`src/thop_pkg.sv`:
```
// thop_pkg: payload word types shared by the channel interfaces and the parser
`default_nettype none

package thop_pkg;

    // one byte of the received segment
    typedef struct packed {
        logic [7:0] seg_byte;
        logic       seg_start;
    } t_in_word;

    // decoded header fields of one segment
    typedef struct packed {
        logic [15:0] src_port;
        logic [15:0] dst_port;
        logic [31:0] seq_num;
        logic [31:0] ack_num;
        logic [3:0]  data_offset;
        logic [5:0]  reserved_bits;
        logic [5:0]  flag_bits;
        logic [15:0] window_size;
        logic [15:0] checksum_field;
        logic [15:0] urgent_ptr;
        logic [15:0] max_segment_size;
    } t_out_word;

endpackage

`default_nettype wire

```
`src/thop_if.sv`:
```
// thop_if: valid/ready channels for segment bytes and decoded headers
`default_nettype none

interface thop_in_if import thop_pkg::*; ();
    logic     valid;
    logic     ready;
    t_in_word data;

    modport source (output valid, output data, input ready);
    modport sink (input valid, input data, output ready);
endinterface

interface thop_out_if import thop_pkg::*; ();
    logic      valid;
    logic      ready;
    t_out_word data;

    modport source (output valid, output data, input ready);
    modport sink (input valid, input data, output ready);
endinterface

`default_nettype wire

```
`src/tcp_header_option_parser.sv`:
```
// tcp_header_option_parser: byte-serial TCP header and MSS option decoder
//
//   channel | dir | word       | meaning
//   i_in    | in  | t_in_word  | one segment byte, seg_start on byte 0
//   o_out   | out | t_out_word | decoded header, one per segment
//
// One byte is taken every cycle while the result side keeps up.
// A byte passes an input register, then is decoded into the header
// store and the output register: a result is registered as the last
// header byte leaves the input register. A waiting result stalls
// the decode stage, and the input register then holds one more byte.
// Synchronous active-low reset returns to waiting for a start byte.
`default_nettype none

module tcp_header_option_parser import thop_pkg::*; (
    input  wire        i_clk,
    input  wire        i_rst_n,
    thop_in_if.sink    i_in,
    thop_out_if.source o_out
);

    localparam logic [5:0] FIXED_LEN   = 6'd20;
    localparam logic [6:0] FIXED_LEN_W = 7'd20;
    localparam logic [7:0] OPT_END     = 8'h00;
    localparam logic [7:0] OPT_NOP     = 8'h01;
    localparam logic [7:0] OPT_MSS     = 8'h02;
    localparam logic [15:0] MSS_DEFAULT = 16'hFFFF;

    // option scan states
    localparam logic [1:0] PH_KIND = 2'd0;
    localparam logic [1:0] PH_MSS  = 2'd1;
    localparam logic [1:0] PH_STOP = 2'd2;

    // input stage
    logic      r_in_valid;
    t_in_word  r_in_word;

    // parse state
    logic       r_in_header;
    logic [5:0] r_pos;
    logic [1:0] r_phase;
    logic [1:0] r_opt_cnt;
    logic [15:0] r_mss;
    logic [7:0] r_mss_high;
    logic [7:0] r_store [20];

    // output stage
    logic      r_out_valid;
    t_out_word r_out_word;

    // next values
    logic       proc_go;
    logic       in_take;
    logic       act;
    logic [5:0] pos;
    logic [6:0] pos_inc;
    logic [6:0] hlen;
    logic       last;
    logic [7:0] b;
    logic [1:0] n_phase;
    logic [1:0] n_opt_cnt;
    logic [15:0] n_mss;
    logic [7:0] n_mss_high;
    logic       n_in_header;
    logic [5:0] n_pos;
    logic [7:0] n_store [20];
    t_out_word  n_out_word;

    // handshakes
    assign proc_go     = r_in_valid & (~r_out_valid | o_out.ready);
    assign i_in.ready  = ~r_in_valid | proc_go;
    assign in_take     = i_in.valid & i_in.ready;
    assign o_out.valid = r_out_valid;
    assign o_out.data  = r_out_word;

    // decode of the word in the input register
    always_comb begin
        b   = r_in_word.seg_byte;
        act = r_in_word.seg_start | r_in_header;
        pos = r_in_word.seg_start ? 6'd0 : r_pos;

        // a start byte restarts the option scan
        n_phase    = r_in_word.seg_start ? PH_KIND : r_phase;
        n_opt_cnt  = r_in_word.seg_start ? 2'd0 : r_opt_cnt;
        n_mss      = r_in_word.seg_start ? MSS_DEFAULT : r_mss;
        n_mss_high = r_mss_high;

        // fixed header bytes
        for (int i = 0; i < 20; i++) begin
            n_store[i] = (act && pos == 6'(i)) ? b : r_store[i];
        end

        // option scan past the fixed header
        if (act && pos >= FIXED_LEN) begin
            case (n_phase)
                PH_KIND: begin
                    if (b == OPT_MSS) begin
                        n_phase   = PH_MSS;
                        n_opt_cnt = 2'd1;
                    end else if (b != OPT_NOP) begin
                        // end of list and unknown kinds both stop
                        n_phase = (b == OPT_END) ? PH_STOP : PH_STOP;
                    end
                end
                PH_MSS: begin
                    case (n_opt_cnt)
                        2'd1: n_opt_cnt = 2'd2;
                        2'd2: begin
                            n_mss_high = b;
                            n_opt_cnt  = 2'd3;
                        end
                        2'd3: begin
                            n_mss     = {n_mss_high, b};
                            n_opt_cnt = 2'd0;
                            n_phase   = PH_KIND;
                        end
                        default: n_opt_cnt = n_opt_cnt;
                    endcase
                end
                default: n_phase = n_phase;
            endcase
        end

        // header length from data offset, at least the fixed part
        hlen = (n_store[12][7:4] < 4'd5) ? FIXED_LEN_W : {1'b0, n_store[12][7:4], 2'b00};
        pos_inc = {1'b0, pos} + 7'd1;
        last    = act && (pos_inc >= FIXED_LEN_W) && (pos_inc >= hlen);

        n_in_header = last ? 1'b0 : act;
        n_pos       = (last || !act) ? 6'd0 : pos_inc[5:0];

        // result fields
        n_out_word.src_port         = {n_store[0], n_store[1]};
        n_out_word.dst_port         = {n_store[2], n_store[3]};
        n_out_word.seq_num          = {n_store[4], n_store[5], n_store[6], n_store[7]};
        n_out_word.ack_num          = {n_store[8], n_store[9], n_store[10], n_store[11]};
        n_out_word.data_offset      = n_store[12][7:4];
        n_out_word.reserved_bits    = {n_store[12][3:0], n_store[13][7:6]};
        n_out_word.flag_bits        = n_store[13][5:0];
        n_out_word.window_size      = {n_store[14], n_store[15]};
        n_out_word.checksum_field   = {n_store[16], n_store[17]};
        n_out_word.urgent_ptr       = {n_store[18], n_store[19]};
        n_out_word.max_segment_size = n_mss;
    end

    // input register
    always_ff @(posedge i_clk) begin
        if (!i_rst_n) begin
            r_in_valid <= 1'b0;
        end else if (in_take) begin
            r_in_valid <= 1'b1;
        end else if (proc_go) begin
            r_in_valid <= 1'b0;
        end
    end

    always_ff @(posedge i_clk) begin
        if (in_take) begin
            r_in_word <= i_in.data;
        end
    end

    // parse state
    always_ff @(posedge i_clk) begin
        if (!i_rst_n) begin
            r_in_header <= 1'b0;
            r_pos       <= 6'd0;
            r_phase     <= PH_KIND;
            r_opt_cnt   <= 2'd0;
            r_mss       <= MSS_DEFAULT;
        end else if (proc_go) begin
            r_in_header <= n_in_header;
            r_pos       <= n_pos;
            r_phase     <= n_phase;
            r_opt_cnt   <= n_opt_cnt;
            r_mss       <= n_mss;
        end
    end

    // header store and pending mss byte
    always_ff @(posedge i_clk) begin
        if (proc_go) begin
            r_mss_high <= n_mss_high;
            for (int i = 0; i < 20; i++) begin
                r_store[i] <= n_store[i];
            end
        end
    end

    // output register
    always_ff @(posedge i_clk) begin
        if (!i_rst_n) begin
            r_out_valid <= 1'b0;
        end else if (proc_go) begin
            r_out_valid <= last;
        end else if (o_out.ready) begin
            r_out_valid <= 1'b0;
        end
    end

    always_ff @(posedge i_clk) begin
        if (proc_go && last) begin
            r_out_word <= n_out_word;
        end
    end

endmodule

`default_nettype wire
```
`src/flat_wrapper.sv`:
```
// flat-port wrapper written by rule: the top's interface ports become plain ports
module tcp_header_option_parser_flat import thop_pkg::*;
  (i_clk, i_rst_n, i_in_valid, i_in_data, i_in_ready, o_out_valid, o_out_data, o_out_ready);
  thop_in_if i_in_i ();
  thop_out_if o_out_i ();
  input  wire i_clk;
  input  wire i_rst_n;
  input wire logic [$bits(i_in_i.valid)-1:0] i_in_valid;
  input wire logic [$bits(i_in_i.data)-1:0] i_in_data;
  output wire logic [$bits(i_in_i.ready)-1:0] i_in_ready;
  output wire logic [$bits(o_out_i.valid)-1:0] o_out_valid;
  output wire logic [$bits(o_out_i.data)-1:0] o_out_data;
  input wire logic [$bits(o_out_i.ready)-1:0] o_out_ready;
  assign i_in_i.valid = i_in_valid;
  assign i_in_i.data = i_in_data;
  assign i_in_ready = i_in_i.ready;
  assign o_out_valid = o_out_i.valid;
  assign o_out_data = o_out_i.data;
  assign o_out_i.ready = o_out_ready;
  tcp_header_option_parser u_core (.i_clk(i_clk), .i_rst_n(i_rst_n), .i_in(i_in_i), .o_out(o_out_i));
endmodule
```
`config.mk`:
```
export PLATFORM = sky130hd
export DESIGN_NAME = tcp_header_option_parser_flat
export DESIGN_NICKNAME = d
export VERILOG_FILES = /design/src/thop_pkg.sv /design/src/thop_if.sv /design/src/tcp_header_option_parser.sv /design/src/flat_wrapper.sv
export SDC_FILE = /design/constraint.sdc
export NUM_CORES = 1
export LEC_CHECK = 0
export BUFFER_PORTS_ARGS = -buffer_cell sky130_fd_sc_hd__clkbuf_2
export CAP_MARGIN = 10
export CELL_PAD_IN_SITES_DETAIL_PLACEMENT = 0
export CELL_PAD_IN_SITES_GLOBAL_PLACEMENT = 1
export CORE_MARGIN = 4
export CORE_UTILIZATION = 49
export DETAILED_ROUTE_END_ITERATION = 16
export PLACE_DENSITY_LB_ADDON = 0.1
export REMOVE_ABC_BUFFERS = 1
export SYNTH_ARGS = -nofsm -noshare
export SYNTH_HDL_FRONTEND = slang
export SYNTH_SLANG_ARGS = --single-unit
```
`constraint.sdc`:
```
create_clock -name i_clk -period 11.81 [get_ports i_clk]
set_clock_uncertainty 0.15 [all_clocks]
set_input_delay 2.362 -clock i_clk [delete_from_list [all_inputs] [get_ports i_clk]]
set_output_delay 2.362 -clock i_clk [all_outputs]
set_load 0.05 [all_outputs]
```
==> results.toml <==
[timing]
drv_slew = 0
finalSetupTns_ps = 0
worst_slew_pin_slew_ps = 1120
fmax_ghz = 0.182
rsz0062_at_grt = "false"
post-route-period-util_pct = 46.6
final-setup-viol-count = 0
hold_slack_ps = 325
timing.final.ws_setup_ps = 6310
timing_hold_violations_final = 0
period_minus_slack_ps = 5500
relSlewSlack_pct = 25.1

[worst_setup_path]
crit_type = "in -> out"
crit_path_end_kind = "primary output"
critPathLaunchType = "primary input"
cp_max_fo = 4
crit_arrival_ps = 2990
required_ps = 9300

[synthesis]
synth_cell_types = 54
synth_warnings = 0
synth_top_area_share_pct = 72.9
syn_area_per_cell_um2 = 18.0
syn_area_um2 = 14500
synth_area_leader_cell = "edfxtp_1"
netlist_instances = 809
async_reset_ff_share_pct = 0
synthFlopType = "edfxtp_1"
yosysSeqAreaShare_pct = 76.8
synth_edf_count = 353
ys_top_cells_by_area = "edfxtp_1 73%, mux2_2 12%, dfxtp_1 4.0%"
synth_common_cells = "353 x edfxtp_1, 151 x mux2_2, 45 x nor2_1"
synth_most_common_cell = "edfxtp_1"
synth_seq_cells = 382

[cells_and_area]
final_area_um2 = 17300
utilization_pct = 59.6
nFillCells = 2274
num_antenna_cells = 0
area_growth_pct = 18.9
drive_above_1_share_pct = 41.9
final_nets = 1042

[die]
rows = 62
ios = 191
chipWidth_um = 180
initial_core_util_pct = 50.1
dieArea_um2 = 32500
core-area_um2 = 29000
fp.dieH_um = 180

[routing]
first_pass_iters = 6
wl_met3_um = 1790
top_layer_used = "met4"
viasPerCell = 5.39
wl_per_cell_um = 20.9
drt_iter0_drc = 666
ant_nets = 0
wl_um = 30000
vias = 7728
dr_wl_met2_um = 13700
drc = 0
wl_met1_um = 14000

[clocking]
cts_tree = "built"
root_buffer = "clkbuf_16"
cts_setup_buffers = 0
cts_made_buffers = 41
clockBufferDepth = 3
clock-sinks = 382
cts_max_level = 2
cts.repair.resized = 0
clk_pin_slew_ps = 60
clk_latency_ps = 520
cts_hold_buf = 0

[power]
switching_share_pct = 19.4
p_sw_uw = 555
leakagePower_nw = 5.12
powerDensity_nw_per_um2 = 165
pwr-share-comb_pct = 2.5
p_clk_share_pct = 45.6
cellInternalPower_mw = 2.30
ir_drop_mv = 0.125
seqPwrFrac_pct = 52.0

[grt]
grt_pass1_vias = 7719
overflow = 0
grt_start_max_net_pins = 87
antenna_found_initial = 0
grt_pass1_wl_um = 46000
track_usage_pct = 18.0

[flow_run]
cap_violations = 0

[worst_hold_path]
hp-class = "reg -> reg"

[placement]
io_buffers = 190
place_ws_ps = 5790
gp_congestion = 0.795
placed_area_um2 = 15900
hpwl_um = 17400

[status]
status = "completed"
## final timing paths
check,startpoint,end,slack [ps],depth (start not counted)
worst max-delay path,o_out_ready,i_in_ready,6310,4
worst min-delay path,u_core.r_opt_cnt[1],u_core.r_opt_cnt[1],320,2
worst max register to register,u_core.r_in_word[0],u_core.o_out.data[120],6540,15
worst min register to register,u_core.r_opt_cnt[1],u_core.r_opt_cnt[1],320,2
## routing by layer
metal	vias up	global-route usage [%]
met5	-	0
li1	3540	-
met3	39	3.82
met2	233	27.9
met1	3916	26.6
met4	0	3.90
## cell families (layout without fill, tap and decap cells)
logic type / count (synthesis) / count (layout) / synth area share (%)
AO/OA/AOI/OAI: 77 / 77 / 3.57
multiplexers: 160 / 160 / 12.4
AND/OR/NAND/NOR: 127 / 127 / 4.59
XOR/XNOR: 4 / 4 / 0.241
flip-flops: 382 / 382 / 76.8
adder cells (fa/ha/maj): 11 / 11 / 0.946
buffers and inverters: 48 / 290 / 1.42
## metrics by stage
stage | power (mW) | cells
finish | 2.85 | 1435
global placement | 1.58 | 1359
detailed placement | 1.58 | 1359
floorplan | 1.55 | 773
global route | 2.95 | 1435
CTS | 2.88 | 1435
## layout by cell type (no fill, tap or decap), types with 10 or more instances in the layout
master / n
a21oi_1: 25
buf_4: 12
clkbuf_16: 43
clkbuf_2: 190
clkinv_1: 11
dfxtp_1: 29
edfxtp_1: 353
ha_1: 11
inv_1: 10
mux2_2: 151
nand2_1: 20
nand2_2: 17
nand3_1: 12
nor2_1: 45
o21ai_0: 13
o22a_1: 16
## critical path, stage by stage
cell      delay (ps)
clkbuf_2          80
nor2b_1          200
nand2_1          100
clkbuf_2         250
## cell type report
class	instances	area (µm²)	area share (%)
flip-flops and latches	382	11200	64.6
clock buffers	53	1120	6.49
clock inverters	23	265	1.53
repair buffers	202	1040	6.02
inverters	12	50.0	0.289
well taps	384	480	2.78
multi-input cells	379	3160	18.3
## power groups by stage
stage	logic, mW	clock network [mW]	registers (mW)
after detailed placement	0.0714	0	1.51
after CTS	0.0717	1.33	1.48
final	0.0704	1.30	1.48
after floorplan	0.0274	0	1.52
after global routing	0.0765	1.39	1.48
after global placement	0.0709	0	1.51
## flip-flops by register name, summed over array words and instances, names as in the netlist
register and cells:
u_core.r_opt_cnt 2, u_core.o_out.valid 1, u_core.r_mss_high 8, u_core.r_phase 2, u_core.r_in_valid 1, u_core.r_store 160
u_core.r_in_header 1, u_core.r_pos 6, u_core.b 8, u_core.o_out.data 176, u_core.r_in_word 1, u_core.r_mss 16
(Power assumes the default switching activity.)
